### config.mk
export PLATFORM = sky130hd
export DESIGN_NAME = pointer_accel_position_tracker_flat
export DESIGN_NICKNAME = d
export VERILOG_FILES = /design/src/sv/pat_pkg.sv /design/src/sv/pat_if.sv /design/src/sv/pat_div.sv /design/src/sv/pointer_accel_position_tracker.sv /design/src/flat_wrapper.sv
export SDC_FILE = /design/constraint.sdc
export NUM_CORES = 1
export LEC_CHECK = 0
export BUFFER_PORTS_ARGS = -buffer_cell sky130_fd_sc_hd__buf_2
export CORE_MARGIN = 2
export CORE_UTILIZATION = 60
export DETAILED_ROUTE_END_ITERATION = 10
export PLACE_DENSITY = 0.88
export SYNTH_ARGS = -nofsm -noshare
export SYNTH_HDL_FRONTEND = slang
export SYNTH_SLANG_ARGS = --single-unit
export TNS_END_PERCENT = 50
### constraint.sdc
create_clock -name clk -period 17.2 [get_ports clk]
set_input_delay 3.44 -clock clk [delete_from_list [all_inputs] [get_ports clk]]
set_output_delay 3.44 -clock clk [all_outputs]
set_load 0.01 [all_outputs]
### src/sv/pat_pkg.sv
// Shared types, widths and codes of the pointer acceleration position tracker.
package pat_pkg;

  localparam int BUTTON_COUNT = 7;
  localparam int MAX_SCREEN   = 4096;

  localparam int ACTION_W = 2;
  localparam int DELTA_W  = 16;
  localparam int BIDX_W   = 4;
  localparam int REP_W    = 24;
  localparam int WHEEL_W  = 32;
  localparam int NUM_W    = 8;
  localparam int THR_W    = 15;
  localparam int BOUND_W  = 13;
  localparam int CFG_W    = 15;
  localparam int REG_IDX_W = 3;
  localparam int PROD_W   = 25;
  localparam int MAG_W    = 23;
  localparam int SUM_W    = 26;

  localparam logic [ACTION_W-1:0] ACT_MOVE   = 2'd0;
  localparam logic [ACTION_W-1:0] ACT_BUTTON = 2'd1;
  localparam logic [ACTION_W-1:0] ACT_WHEEL  = 2'd2;

  localparam logic [REG_IDX_W-1:0] REG_NUMERATOR   = 3'd0;
  localparam logic [REG_IDX_W-1:0] REG_DENOMINATOR = 3'd1;
  localparam logic [REG_IDX_W-1:0] REG_THRESHOLD   = 3'd2;
  localparam logic [REG_IDX_W-1:0] REG_WIDTH       = 3'd3;
  localparam logic [REG_IDX_W-1:0] REG_HEIGHT      = 3'd4;

  typedef enum logic [1:0] {
    S_IDLE,
    S_MUL,
    S_DIV,
    S_UPDATE
  } state_t;

  typedef struct packed {
    logic             start;
    logic [MAG_W-1:0] dividend;
    logic [NUM_W-1:0] divisor;
  } div_req_t;

  typedef struct packed {
    logic             done;
    logic [MAG_W-1:0] quotient;
  } div_rsp_t;

endpackage

### src/sv/pat_if.sv
// Event request and result channel interfaces of the pointer tracker.
interface pat_in_if;
  logic                          valid;
  logic                          ready;
  logic [pat_pkg::ACTION_W-1:0]  action;
  logic signed [pat_pkg::DELTA_W-1:0] move_dx;
  logic signed [pat_pkg::DELTA_W-1:0] move_dy;
  logic [pat_pkg::BIDX_W-1:0]    button_index;
  logic                          pressed;
  logic signed [pat_pkg::DELTA_W-1:0] wheel_delta;

  modport source (output valid, action, move_dx, move_dy, button_index, pressed,
                  wheel_delta, input ready);
  modport sink (input valid, action, move_dx, move_dy, button_index, pressed,
                wheel_delta, output ready);
endinterface

interface pat_out_if #(
  parameter int BUTTON_COUNT = pat_pkg::BUTTON_COUNT,
  parameter int POS_W        = $clog2(pat_pkg::MAX_SCREEN)
);
  logic                             valid;
  logic                             ready;
  logic signed [pat_pkg::REP_W-1:0] reported_dx;
  logic signed [pat_pkg::REP_W-1:0] reported_dy;
  logic [POS_W-1:0]                 pos_x;
  logic [POS_W-1:0]                 pos_y;
  logic [BUTTON_COUNT-1:0]          button_mask;
  logic signed [pat_pkg::WHEEL_W-1:0] wheel_total;
  logic                             accepted;

  modport source (output valid, reported_dx, reported_dy, pos_x, pos_y, button_mask,
                  wheel_total, accepted, input ready);
  modport sink (input valid, reported_dx, reported_dy, pos_x, pos_y, button_mask,
                wheel_total, accepted, output ready);
endinterface

### src/sv/pat_div.sv
// Shared restoring divider, one quotient bit per cycle.
module pat_div (
  input  logic              clk,
  input  logic              rst,
  input  pat_pkg::div_req_t req,
  output pat_pkg::div_rsp_t rsp
);

  localparam int CNT_W = $clog2(pat_pkg::MAG_W + 1);

  logic                         busy;
  logic                         done;
  logic [CNT_W-1:0]             cnt;
  logic [pat_pkg::MAG_W-1:0]    dq;
  logic [pat_pkg::NUM_W-1:0]    rem;
  logic [pat_pkg::NUM_W-1:0]    divisor;
  logic [pat_pkg::NUM_W:0]      rem_shift;
  logic                         fits;
  logic [pat_pkg::NUM_W:0]      rem_sub;

  // The dividend shifts out at the top while quotient bits shift in at the bottom.
  always_comb begin
    rem_shift = {rem, dq[pat_pkg::MAG_W-1]};
    fits      = rem_shift >= {1'b0, divisor};
    rem_sub   = rem_shift - {1'b0, divisor};
  end

  always_ff @(posedge clk) begin
    if (rst) begin
      busy <= 1'b0;
      done <= 1'b0;
      cnt  <= '0;
    end else begin
      done <= 1'b0;
      if (req.start) begin
        busy <= 1'b1;
        cnt  <= CNT_W'(pat_pkg::MAG_W);
      end else if (busy) begin
        cnt <= cnt - CNT_W'(1);
        if (cnt == CNT_W'(1)) begin
          busy <= 1'b0;
          done <= 1'b1;
        end
      end
    end
  end

  always_ff @(posedge clk) begin
    if (req.start) begin
      dq      <= req.dividend;
      rem     <= '0;
      divisor <= req.divisor;
    end else if (busy) begin
      dq  <= {dq[pat_pkg::MAG_W-2:0], fits};
      rem <= fits ? rem_sub[pat_pkg::NUM_W-1:0] : rem_shift[pat_pkg::NUM_W-1:0];
    end
  end

  assign rsp.done     = done;
  assign rsp.quotient = dq;

endmodule

### src/sv/pointer_accel_position_tracker.sv
// Pointer tracker with threshold acceleration, clamped position, buttons and wheel.
//
// One event is taken at a time, and the request side is not ready while an event is
// being worked on. Button, wheel and reserved events go from the idle state straight
// to the update step, which loads the result register, and the next request can then
// be taken back in the idle state. A move runs the threshold test and multiply for
// each axis in turn, and each axis that is accelerated then goes through the shared
// restoring divider (23 quotient bits, one per cycle) before its result is written.
// The result sits in an output register, so the next request is taken while
// a finished result still waits; that request's update step then stalls until the
// waiting result is taken. Configuration writes go straight to the registers; a bound
// write re-clamps the matching coordinate in the same cycle.
module pointer_accel_position_tracker #(
  parameter int BUTTON_COUNT = pat_pkg::BUTTON_COUNT,
  parameter int MAX_SCREEN   = pat_pkg::MAX_SCREEN
) (
  input  logic                            clk,
  input  logic                            rst,
  pat_in_if.sink                          in_ch,
  pat_out_if.source                       out_ch,
  input  logic                            wr_en,
  input  logic [pat_pkg::REG_IDX_W-1:0]   wr_index,
  input  logic [pat_pkg::CFG_W-1:0]       wr_data
);

  localparam int POS_W = $clog2(MAX_SCREEN);
  localparam int LIM_W = POS_W + 1;
  localparam int DW    = pat_pkg::DELTA_W;
  localparam int RW    = pat_pkg::REP_W;
  localparam int SW    = pat_pkg::SUM_W;

  function automatic logic [LIM_W-1:0] eff_bound(input logic [pat_pkg::BOUND_W-1:0] b);
    logic [LIM_W-1:0] r;
    if (b == '0) begin
      r = LIM_W'(1);
    end else if (32'(b) > MAX_SCREEN) begin
      r = LIM_W'(MAX_SCREEN);
    end else begin
      r = LIM_W'(b);
    end
    return r;
  endfunction

  function automatic logic [POS_W-1:0] clamp_pos(input logic signed [SW-1:0] p,
                                                 input logic [pat_pkg::BOUND_W-1:0] b);
    logic [LIM_W-1:0]     lim;
    logic [LIM_W-1:0]     top;
    logic [POS_W-1:0]     r;
    lim = eff_bound(b);
    top = lim - LIM_W'(1);
    if (p < 0) begin
      r = '0;
    end else if (p >= $signed({{(SW-LIM_W){1'b0}}, lim})) begin
      r = top[POS_W-1:0];
    end else begin
      r = p[POS_W-1:0];
    end
    return r;
  endfunction

  // Configuration registers.
  logic [pat_pkg::NUM_W-1:0]   gain_num;
  logic [pat_pkg::NUM_W-1:0]   gain_den;
  logic [pat_pkg::THR_W-1:0]   accel_threshold;
  logic [pat_pkg::BOUND_W-1:0] bound_x;
  logic [pat_pkg::BOUND_W-1:0] bound_y;

  // Architectural state.
  logic [POS_W-1:0]              position_x;
  logic [POS_W-1:0]              position_y;
  logic [BUTTON_COUNT-1:0]       held_buttons;
  logic [pat_pkg::WHEEL_W-1:0]   wheel_accum;

  // Latched request.
  logic [pat_pkg::ACTION_W-1:0]  ev_action;
  logic signed [DW-1:0]          ev_dx;
  logic signed [DW-1:0]          ev_dy;
  logic [pat_pkg::BIDX_W-1:0]    ev_index;
  logic                          ev_pressed;
  logic signed [DW-1:0]          ev_wheel;

  pat_pkg::state_t state, state_next;
  logic            sel;
  logic            prod_neg_hold;
  logic signed [RW-1:0] rdx;
  logic signed [RW-1:0] rdy;
  logic            out_valid;

  pat_pkg::div_req_t div_req;
  pat_pkg::div_rsp_t div_rsp;
  logic              div_start;

  logic                        in_take;
  logic                        axis_wr;
  logic                        out_load;
  logic signed [RW-1:0]        axis_val;
  logic signed [DW-1:0]        axis_d;
  logic [DW:0]                 axis_mag;
  logic                        accel_on;
  logic                        apply;
  logic signed [pat_pkg::PROD_W-1:0] prod;
  logic [pat_pkg::PROD_W-1:0]  prod_abs;
  logic [RW-1:0]               quot_ext;

  logic signed [SW-1:0]        sum_x;
  logic signed [SW-1:0]        sum_y;
  logic [POS_W-1:0]            upd_x;
  logic [POS_W-1:0]            upd_y;
  logic [BUTTON_COUNT-1:0]     upd_buttons;
  logic [BUTTON_COUNT-1:0]     bit_sel;
  logic [pat_pkg::WHEEL_W-1:0] upd_wheel;
  logic                        upd_ok;

  pat_div u_div (
    .clk (clk),
    .rst (rst),
    .req (div_req),
    .rsp (div_rsp)
  );

  // Axis datapath: threshold test, multiply and sign handling around the divider.
  always_comb begin
    axis_d   = sel ? ev_dy : ev_dx;
    axis_mag = axis_d[DW-1] ? -{axis_d[DW-1], axis_d} : {axis_d[DW-1], axis_d};
    accel_on = (gain_num != '0) && (gain_den != '0);
    apply    = accel_on && (axis_mag > (DW+1)'(accel_threshold));
    prod     = $signed({{(pat_pkg::PROD_W-DW){axis_d[DW-1]}}, axis_d}) *
               $signed({{(pat_pkg::PROD_W-pat_pkg::NUM_W){1'b0}}, gain_num});
    prod_abs = prod[pat_pkg::PROD_W-1] ? -prod : prod;
    quot_ext = {{(RW-pat_pkg::MAG_W){1'b0}}, div_rsp.quotient};
    div_req.start    = div_start;
    div_req.dividend = prod_abs[pat_pkg::MAG_W-1:0];
    div_req.divisor  = gain_den;
  end

  // Sequencer.
  always_ff @(posedge clk) begin
    if (rst) begin
      state <= pat_pkg::S_IDLE;
    end else begin
      state <= state_next;
    end
  end

  always_comb begin
    state_next = state;
    in_take    = 1'b0;
    axis_wr    = 1'b0;
    axis_val   = {{(RW-DW){axis_d[DW-1]}}, axis_d};
    out_load   = 1'b0;
    div_start  = 1'b0;
    case (state)
      pat_pkg::S_IDLE: begin
        if (in_ch.valid) begin
          in_take    = 1'b1;
          state_next = (in_ch.action == pat_pkg::ACT_MOVE) ? pat_pkg::S_MUL
                                                            : pat_pkg::S_UPDATE;
        end
      end
      pat_pkg::S_MUL: begin
        if (apply) begin
          div_start  = 1'b1;
          state_next = pat_pkg::S_DIV;
        end else begin
          axis_wr    = 1'b1;
          state_next = sel ? pat_pkg::S_UPDATE : pat_pkg::S_MUL;
        end
      end
      pat_pkg::S_DIV: begin
        axis_val = prod_neg_hold ? -quot_ext : quot_ext;
        if (div_rsp.done) begin
          axis_wr    = 1'b1;
          state_next = sel ? pat_pkg::S_UPDATE : pat_pkg::S_MUL;
        end
      end
      pat_pkg::S_UPDATE: begin
        if (!out_valid || out_ch.ready) begin
          out_load   = 1'b1;
          state_next = pat_pkg::S_IDLE;
        end
      end
      default: begin
        state_next = pat_pkg::S_IDLE;
      end
    endcase
  end

  assign in_ch.ready = (state == pat_pkg::S_IDLE);

  // State update for the finished event.
  always_comb begin
    sum_x       = $signed({{(SW-POS_W){1'b0}}, position_x}) + $signed(SW'(rdx));
    sum_y       = $signed({{(SW-POS_W){1'b0}}, position_y}) + $signed(SW'(rdy));
    upd_x       = position_x;
    upd_y       = position_y;
    upd_buttons = held_buttons;
    upd_wheel   = wheel_accum;
    upd_ok      = 1'b1;
    bit_sel     = BUTTON_COUNT'(1) << ev_index;
    case (ev_action)
      pat_pkg::ACT_MOVE: begin
        upd_x = clamp_pos(sum_x, bound_x);
        upd_y = clamp_pos(sum_y, bound_y);
      end
      pat_pkg::ACT_BUTTON: begin
        if (32'(ev_index) < BUTTON_COUNT) begin
          upd_buttons = ev_pressed ? (held_buttons | bit_sel) : (held_buttons & ~bit_sel);
        end else begin
          upd_ok = 1'b0;
        end
      end
      pat_pkg::ACT_WHEEL: begin
        upd_wheel = wheel_accum + {{(pat_pkg::WHEEL_W-DW){ev_wheel[DW-1]}}, ev_wheel};
      end
      default: begin
        upd_ok = 1'b0;
      end
    endcase
  end

  // Control registers.
  always_ff @(posedge clk) begin
    if (rst) begin
      sel       <= 1'b0;
      out_valid <= 1'b0;
    end else begin
      if (in_take) begin
        sel <= 1'b0;
      end else if (axis_wr) begin
        sel <= ~sel;
      end
      if (out_load) begin
        out_valid <= 1'b1;
      end else if (out_ch.ready) begin
        out_valid <= 1'b0;
      end
    end
  end

  // Configuration and tracked state.
  always_ff @(posedge clk) begin
    if (rst) begin
      gain_num        <= '0;
      gain_den        <= pat_pkg::NUM_W'(1);
      accel_threshold <= pat_pkg::THR_W'(4);
      bound_x         <= pat_pkg::BOUND_W'(1024);
      bound_y         <= pat_pkg::BOUND_W'(768);
      position_x      <= '0;
      position_y      <= '0;
      held_buttons    <= '0;
      wheel_accum     <= '0;
    end else if (wr_en) begin
      case (wr_index)
        pat_pkg::REG_NUMERATOR: begin
          gain_num <= wr_data[pat_pkg::NUM_W-1:0];
        end
        pat_pkg::REG_DENOMINATOR: begin
          gain_den <= wr_data[pat_pkg::NUM_W-1:0];
        end
        pat_pkg::REG_THRESHOLD: begin
          accel_threshold <= wr_data[pat_pkg::THR_W-1:0];
        end
        pat_pkg::REG_WIDTH: begin
          bound_x    <= wr_data[pat_pkg::BOUND_W-1:0];
          position_x <= clamp_pos($signed({{(SW-POS_W){1'b0}}, position_x}),
                                  wr_data[pat_pkg::BOUND_W-1:0]);
        end
        pat_pkg::REG_HEIGHT: begin
          bound_y    <= wr_data[pat_pkg::BOUND_W-1:0];
          position_y <= clamp_pos($signed({{(SW-POS_W){1'b0}}, position_y}),
                                  wr_data[pat_pkg::BOUND_W-1:0]);
        end
        default: begin
        end
      endcase
    end else if (out_load) begin
      position_x   <= upd_x;
      position_y   <= upd_y;
      held_buttons <= upd_buttons;
      wheel_accum  <= upd_wheel;
    end
  end

  // Payload registers.
  always_ff @(posedge clk) begin
    if (in_take) begin
      ev_action  <= in_ch.action;
      ev_dx      <= in_ch.move_dx;
      ev_dy      <= in_ch.move_dy;
      ev_index   <= in_ch.button_index;
      ev_pressed <= in_ch.pressed;
      ev_wheel   <= in_ch.wheel_delta;
      rdx        <= '0;
      rdy        <= '0;
    end else if (axis_wr) begin
      if (sel) begin
        rdy <= axis_val;
      end else begin
        rdx <= axis_val;
      end
    end
    if (div_start) begin
      prod_neg_hold <= prod[pat_pkg::PROD_W-1];
    end
    if (out_load) begin
      out_ch.reported_dx <= rdx;
      out_ch.reported_dy <= rdy;
      out_ch.pos_x       <= upd_x;
      out_ch.pos_y       <= upd_y;
      out_ch.button_mask <= upd_buttons;
      out_ch.wheel_total <= upd_wheel;
      out_ch.accepted    <= upd_ok;
    end
  end

  assign out_ch.valid = out_valid;

  // The divider is started only from the multiply step and answers only while awaited.
  assert property (@(posedge clk) disable iff (rst)
    div_start |-> (state == pat_pkg::S_MUL))
    else $error("divider started outside the multiply step");

  assert property (@(posedge clk) disable iff (rst)
    div_rsp.done |-> (state == pat_pkg::S_DIV))
    else $error("divider finished while not awaited");

  // The tracked position always lies inside the current bounds.
  assert property (@(posedge clk) disable iff (rst)
    ({1'b0, position_x} < eff_bound(bound_x)) &&
    ({1'b0, position_y} < eff_bound(bound_y)))
    else $error("position outside the screen bounds");

  // Only one event is in flight: no request is taken right after another.
  assert property (@(posedge clk) disable iff (rst)
    (in_ch.valid && in_ch.ready) |=> !in_ch.ready)
    else $error("second request taken while an event is in flight");

endmodule

### src/flat_wrapper.sv
// flat-port wrapper written by rule: the top's interface ports become plain ports
module pointer_accel_position_tracker_flat 
#(
  parameter int BUTTON_COUNT = pat_pkg::BUTTON_COUNT,
  parameter int MAX_SCREEN   = pat_pkg::MAX_SCREEN
)
  (clk, rst, wr_en, wr_index, wr_data, in_ch_valid, in_ch_action, in_ch_move_dx, in_ch_move_dy, in_ch_button_index, in_ch_pressed, in_ch_wheel_delta, in_ch_ready, out_ch_valid, out_ch_reported_dx, out_ch_reported_dy, out_ch_pos_x, out_ch_pos_y, out_ch_button_mask, out_ch_wheel_total, out_ch_accepted, out_ch_ready);
  pat_in_if in_ch_i ();
  pat_out_if #(.BUTTON_COUNT(BUTTON_COUNT)) out_ch_i ();
  input  logic clk;
  input  logic rst;
  input  logic wr_en;
  input  logic [pat_pkg::REG_IDX_W-1:0] wr_index;
  input  logic [pat_pkg::CFG_W-1:0] wr_data;
  input wire logic [$bits(in_ch_i.valid)-1:0] in_ch_valid;
  input wire logic [$bits(in_ch_i.action)-1:0] in_ch_action;
  input wire logic [$bits(in_ch_i.move_dx)-1:0] in_ch_move_dx;
  input wire logic [$bits(in_ch_i.move_dy)-1:0] in_ch_move_dy;
  input wire logic [$bits(in_ch_i.button_index)-1:0] in_ch_button_index;
  input wire logic [$bits(in_ch_i.pressed)-1:0] in_ch_pressed;
  input wire logic [$bits(in_ch_i.wheel_delta)-1:0] in_ch_wheel_delta;
  output wire logic [$bits(in_ch_i.ready)-1:0] in_ch_ready;
  output wire logic [$bits(out_ch_i.valid)-1:0] out_ch_valid;
  output wire logic [$bits(out_ch_i.reported_dx)-1:0] out_ch_reported_dx;
  output wire logic [$bits(out_ch_i.reported_dy)-1:0] out_ch_reported_dy;
  output wire logic [$bits(out_ch_i.pos_x)-1:0] out_ch_pos_x;
  output wire logic [$bits(out_ch_i.pos_y)-1:0] out_ch_pos_y;
  output wire logic [$bits(out_ch_i.button_mask)-1:0] out_ch_button_mask;
  output wire logic [$bits(out_ch_i.wheel_total)-1:0] out_ch_wheel_total;
  output wire logic [$bits(out_ch_i.accepted)-1:0] out_ch_accepted;
  input wire logic [$bits(out_ch_i.ready)-1:0] out_ch_ready;
  assign in_ch_i.valid = in_ch_valid;
  assign in_ch_i.action = in_ch_action;
  assign in_ch_i.move_dx = in_ch_move_dx;
  assign in_ch_i.move_dy = in_ch_move_dy;
  assign in_ch_i.button_index = in_ch_button_index;
  assign in_ch_i.pressed = in_ch_pressed;
  assign in_ch_i.wheel_delta = in_ch_wheel_delta;
  assign in_ch_ready = in_ch_i.ready;
  assign out_ch_valid = out_ch_i.valid;
  assign out_ch_reported_dx = out_ch_i.reported_dx;
  assign out_ch_reported_dy = out_ch_i.reported_dy;
  assign out_ch_pos_x = out_ch_i.pos_x;
  assign out_ch_pos_y = out_ch_i.pos_y;
  assign out_ch_button_mask = out_ch_i.button_mask;
  assign out_ch_wheel_total = out_ch_i.wheel_total;
  assign out_ch_accepted = out_ch_i.accepted;
  assign out_ch_i.ready = out_ch_ready;
  pointer_accel_position_tracker #(.BUTTON_COUNT(BUTTON_COUNT), .MAX_SCREEN(MAX_SCREEN)) u_core (.clk(clk), .rst(rst), .in_ch(in_ch_i), .out_ch(out_ch_i), .wr_en(wr_en), .wr_index(wr_index), .wr_data(wr_data));
endmodule
### Word-level counts from Yosys, hierarchy flattened

Cells that the tools add are included.

* add/sub/neg operators: 12
* multiply operators: 1
* div/mod/pow operators: 0
* magnitude comparators: 12
* eq/ne operators: 17
* shifts and indexed selects: 1
* mux-type cells: 66
* bitwise logic cells: 6
* reductions and logical operators: 31

Operator list (count)
* 2-to-1 mux 13 bit: 14
* 2-to-1 mux 12 bit: 14
* 2-to-1 mux 23 bit: 3
* adder 13 x 24 -> 25 bit: 2
* >= comparator 25 x 14 -> 1 bit: 2
* < comparator 25 x 1 -> 1 bit (second input constant): 2
* 2-to-1 mux 24 bit: 2
* subtractor 12 x 1 -> 12 bit (second input constant): 4
* > comparator 13 bit (second input constant): 3
* zero test 13 bit: 3
* adder 32 bit: 1
* 2-to-1 mux 32 bit: 1
* >= comparator 12 x 13 -> 1 bit: 2
* multiplier 16 x 9 -> 25 bit: 1
* negator 23 -> 24 bit: 1
* negator 23 bit: 1
* 2-to-1 mux 7 bit: 3
* > comparator 17 x 15 -> 1 bit: 1
* 2-to-1 mux 17 bit: 1
* negator 17 bit: 1
* 2-to-1 mux 16 bit: 1
* AND reduction 2 bit: 8
* nonzero test 8 bit: 2
* 2-to-1 mux 1 bit: 15
* 31 further kinds: 58

* register bits: 386
* latch bits: 0
* memory bits (writable): 0
* bits in read-only memories: 0
* output and inout port bits: 114
* word-level logic and storage cells: 181
* memories: 0

### Depth between registers and ports, before layout

* depth after elaboration: 10
* gate-level depth with buffers: 27

### By module

A second synthesis with hierarchy kept.

* cell total of the unflattened synthesis: 2948
* area total of the unflattened synthesis: 26972.1 um^2

By module, submodules not included
* pointer_accel_position_tracker: times used 1, cells each 2758, area an instance 24683.7 um^2, seq. area each 8488.1 um^2
* pat_div: times used 1, cells each 190, area an instance 2288.4 um^2, seq. area each 1231.2 um^2

### Least setup slack after synthesis

Ideal clock, no wire load.

* path type: input to register
* start: input port out_ch_ready
* end: register u_core.out_ch.accepted (enable)
* setup time: 0.466 ns
* arrival: 5.826 ns
* required time: 16.734 ns
* slack: 10.909 ns
* stages: 3
* buffers on the path: 0
* cell sequence: nor2b_1 -> nand2b_1 -> inv_1

* cells in the longest elaborated chain, start to end: 3

Ends and longest elaborated chain
* from (decl): RTL line flat_wrapper.sv:31 `input wire logic [$bits(out_ch_i.ready)-1:0] out_ch_ready;`
* logical OR 1 bit: RTL line pointer_accel_position_tracker.sv:177 `if (!out_valid || out_ch.ready) begin`
* 2-to-1 mux 1 bit: RTL line pointer_accel_position_tracker.sv:177
* 2-to-1 mux 1 bit: RTL line pointer_accel_position_tracker.sv:152 `case (state)`
* net u_core.out_load: RTL line pointer_accel_position_tracker.sv:95 `logic out_load;`
* to (signal assigned): RTL line pointer_accel_position_tracker.sv:312 `out_ch.accepted <= upd_ok;`
* to (decl): RTL line pat_if.sv:33 `wheel_total, accepted, input ready);`

The timed path passes the listed nets, and every way through them passes these cells.
A chain may end at the register's enable or synchronous reset.

### Worst setup path in the final report

* start: register u_core.sel
* end: register u_core.u_div.dq[22] (netlist bit) (data pin)

* cells in the longest elaborated chain, start to end: 8
* elaborated cells between the ends (all ways): 11
* classes of those cells: add/sub: 2; mul: 1; order compare: 1; mux: 6; reduce/logical: 1

Ends and longest elaborated chain
* from (decl): RTL line pointer_accel_position_tracker.sv:83 `logic sel;`
* from (signal assigned): RTL line pointer_accel_position_tracker.sv:230 `sel <= ~sel;`
* 2-to-1 mux 16 bit *: RTL line pointer_accel_position_tracker.sv:123 `axis_d = sel ? ev_dy : ev_dx;`
* parallel branches: the longest is 6 deep, another holds multiplier 16 x 9 -> 25 bit
* 2-to-1 mux 23 bit *: RTL line pat_div.sv:49 `if (req.start) begin`
* to (signal assigned): RTL line pat_div.sv:50 `dq <= req.dividend;`
* to (signal assigned): RTL line pat_div.sv:54 `dq <= {dq[pat_pkg::MAG_W-2:0], fits};`
* to (decl): RTL line pat_div.sv:14 `logic [pat_pkg::MAG_W-1:0] dq;`

Every way passes the cells marked *.

==> results.yml <==
critical_path:
  r2r_cells: 21
  critPathKind: "flip-flop to flip-flop"
  timing.rr.start: "u_core.sel$_SDFFE_PP0P_"
  cp_data_arrival_time_ns: 7.18
  ff2ff_setup_slack_ns: 10.34
  required_ns: 17.52
  worst_r2r_endpoint: "u_core.u_div.dq[22]$_DFFE_PP_"
  worstPathMaxFanout: 29
  worstSetupStartpointType: "flip-flop"
  end_kind: "flip-flop"
routing:
  wl_mm: 76.8
  route.vias.total: 23200
  first_pass_iters: 7
  ant_nets: 0
  wl_per_cell_um: 20.7
  drt-initial-drc-count: 2716
  post-route-drc-count: 0
  viasPerCell: 6.25
placed_design:
  place_congestion: 1.05
  dp_hpwl_mm: 57.7
  place_ws_ns: 10.53
  port_buffers: 191
power_and_ir_drop:
  power_w: 0.00342
  p_seq_frac: 0.360
  pwr-share-comb: 0.349
  clock_power_share: 0.291
  leakage_nw: 12.7
  switchingPower_w: 0.00128
  p_int_w: 0.00214
  vdd_drop_max_v: 0.000103
  switching_share: 0.375
  powerDensity_nw_per_um2: 116
logic_synthesis:
  synth-edff-count: 199
  ys_seq_area_frac: 0.363
  synth_area_sq_um: 26800
  synth_cells: 2957
  synthesis.nets: 3331
  synth_top_area_share: 0.223
  ys_warn_count: 0
  async_flop_share: 0
  yosysTopAreaCell: "edfxtp_1"
  syn_area_per_cell_sq_um: 9.05
  ys.flop_type: "edfxtp_1"
  synth-seq-cells: 386
  ys_top_cells_by_area: "edfxtp_1, dfxtp_1, ha_1"
  synth_cell_type_count: 90
finish:
  drive_above_1_share: 0.106
  final_util: 0.671
  layout_commonest_cell: "nand2_1"
  fin_nets: 3457
  final_cell_mix: "nand2_1, inv_1, edfxtp_1"
  syn2layout_area_growth_pct: 10.6
grt:
  grt_max_degree: 72
  track_usage: 0.327
  antenna_found_initial: 3
  grt_pass1_vias: 22300
  grt_overflow_total: 0
  grt_pass1_wl_mm: 120
timing:
  setup_tns_ns: 0
  drv_slew: 0
  relSlewSlack: 0.222
  max_freq_ghz: 0.146
  setup_viol: 0
  hold_viol: 0
  clock_skew_ns: 0.0349
  tightest_slew_ns: 1.16
  fin_crit_ns: 6.86
  post-route-period-util: 0.399
  rsz0062_at_grt: "false"
  setup_ws_ns: 10.34
floorplan:
  die_h_um: 215
  start_util: 0.607
  fp.dieW_um: 215
  core-area_sq_um: 44100
  num_rows: 77
  die_area_sq_um: 46300
  io_pins: 192
clock_tree:
  htreeDepth: 2
  cts_buffers: 43
  cts-root-buf: "clkbuf_16"
  cts_hold_buf: 0
  cts_resized: 0
  clkTransAtPathRegs_ns: 0.06
  post_cts_buffers: 0
  clk_latency_ns: 0.61
  cts_sinks: 386
  cts_tree: "yes"
  ctsLongestPathBuffers: 3
flow_run:
  drv_cap: 0
worst_hold_path:
  hp-class: "flip-flop to flip-flop"
  min_to: "u_core.accel_threshold[7]$_SDFFE_PP0P_"
  hp-start: "u_core.accel_threshold[7]$_SDFFE_PP0P_"
  holdPathStages: 2
status:
  outcome: "complete, no violations"
## stage by stage
stage	hold slack (ns)	std cells	instance area, sq um
after floorplan	0.403	2957	26800
after global placement	0.439	3630	28100
after detailed placement	0.447	3630	28100
after CTS	0.460	3710	29600
after global routing	0.483	3712	29600
final	0.458	3713	29600
## cell type report
cell class / count / area (sq um)
Clock buffer: 52 / 1140
Antenna cell: 3 / 7.51
Multi-Input combinational cell: 2196 / 15600
Inverter: 252 / 948
Clock inverter: 28 / 385
Fill cell: 3491 / 14500
Sequential cell: 386 / 9720
Timing Repair Buffer: 204 / 1060
Tap cell: 592 / 741
## sequential cells by signal (all words and copies together) (netlist names), 12 cells and up
| signal | flops |
|---|---|
| u_core.out_ch.wheel_total | 32 |
| u_core.wheel_accum | 32 |
| u_core.out_ch.reported_dx | 24 |
| u_core.out_ch.reported_dy | 24 |
| u_core.rdx | 24 |
| u_core.rdy | 24 |
| u_core.u_div.dq | 23 |
| u_core.ev_dx | 16 |
| u_core.ev_dy | 16 |
| u_core.ev_wheel | 16 |
| u_core.accel_threshold | 15 |
| u_core.bound_x | 13 |
| u_core.bound_y | 13 |
| u_core.out_ch.pos_x | 12 |
| u_core.out_ch.pos_y | 12 |
| u_core.position_x | 12 |
| u_core.position_y | 12 |
## per-layer routing
metal  wire length, um  track usage
met3              6250       0.0444
met2             36200        0.540
met5                 0            0
met4              3950        0.160
met1             30400        0.424
## worst max-delay path by stage
stage / startpoint / end / cells past startpoint
finish: u_core.sel$_SDFFE_PP0P_ / u_core.u_div.dq[22]$_DFFE_PP_ / 21
global route: u_core.sel$_SDFFE_PP0P_ / u_core.u_div.dq[22]$_DFFE_PP_ / 21
CTS: u_core.sel$_SDFFE_PP0P_ / u_core.u_div.dq[22]$_DFFE_PP_ / 21
detailed placement: u_core.sel$_SDFFE_PP0P_ / u_core.u_div.dq[22]$_DFFE_PP_ / 21
global placement: u_core.sel$_SDFFE_PP0P_ / u_core.u_div.dq[22]$_DFFE_PP_ / 19
floorplan: out_ch_ready / u_core.out_ch.accepted$_DFFE_PP_ / 3
## critical path: stages, from the launching register on
cell and delay, ns:
dfxtp_1 0.30, buf_4 0.34, mux2i_1 0.92, nor2b_1 0.14, ha_1 0.32, inv_1 0.05, fa_1 0.53, inv_1 0.06
fa_1 0.55, inv_1 0.07, fa_1 0.53, inv_1 0.04, ha_1 0.36, o211ai_1 0.13, o21ai_2 0.29, a311oi_2 0.19
a21o_1 0.24, a311oi_2 0.46, o2111ai_1 0.31, nor4b_1 0.45, mux2i_1 0.25, nand2_1 0.07
## power by group through the flow
stage / clock network, W / registers, W / logic (W)
floorplan: 0 / 0.00121 / 0.000829
global placement: 0 / 0.00124 / 0.00112
detailed placement: 0 / 0.00125 / 0.00116
CTS: 0.00100 / 0.00123 / 0.00117
global route: 0.00104 / 0.00124 / 0.00129
finish: 0.000996 / 0.00123 / 0.00119
## cells in the mapped netlist, types with 23 or more instances
cell        n
nand2_1   415
inv_1     248
edfxtp_1  199
ha_1      190
a21oi_1   187
dfxtp_1   187
o21ai_0   159
nor2_1    151
fa_1      106
clkbuf_1   99
nand3_1    86
xnor2_1    80
and2_1     72
nor3_1     54
xor2_1     54
a21o_1     46
mux2i_1    42
nand2b_1   40
nor2b_1    39
o211ai_1   29
o21ai_1    29
a211oi_1   28
and3_1     27
o31ai_1    24
mux2_2     23
## cells by family (layout without fill, tap and decap cells)
logic type / after synthesis / count (layout) / synth area share
muxes: 69 / 69 / 0.0271
DFF: 386 / 386 / 0.363
other: 0 / 3 / 0
buffers and inverters: 375 / 536 / 0.0542
AOI/OAI and AO/OA: 690 / 690 / 0.164
xor gates and xnor gates: 134 / 134 / 0.0438
and+or+nand+nor: 1007 / 1007 / 0.180
adders and majority gates: 296 / 296 / 0.168
Note: power is estimated with default switching activity, not from simulation.
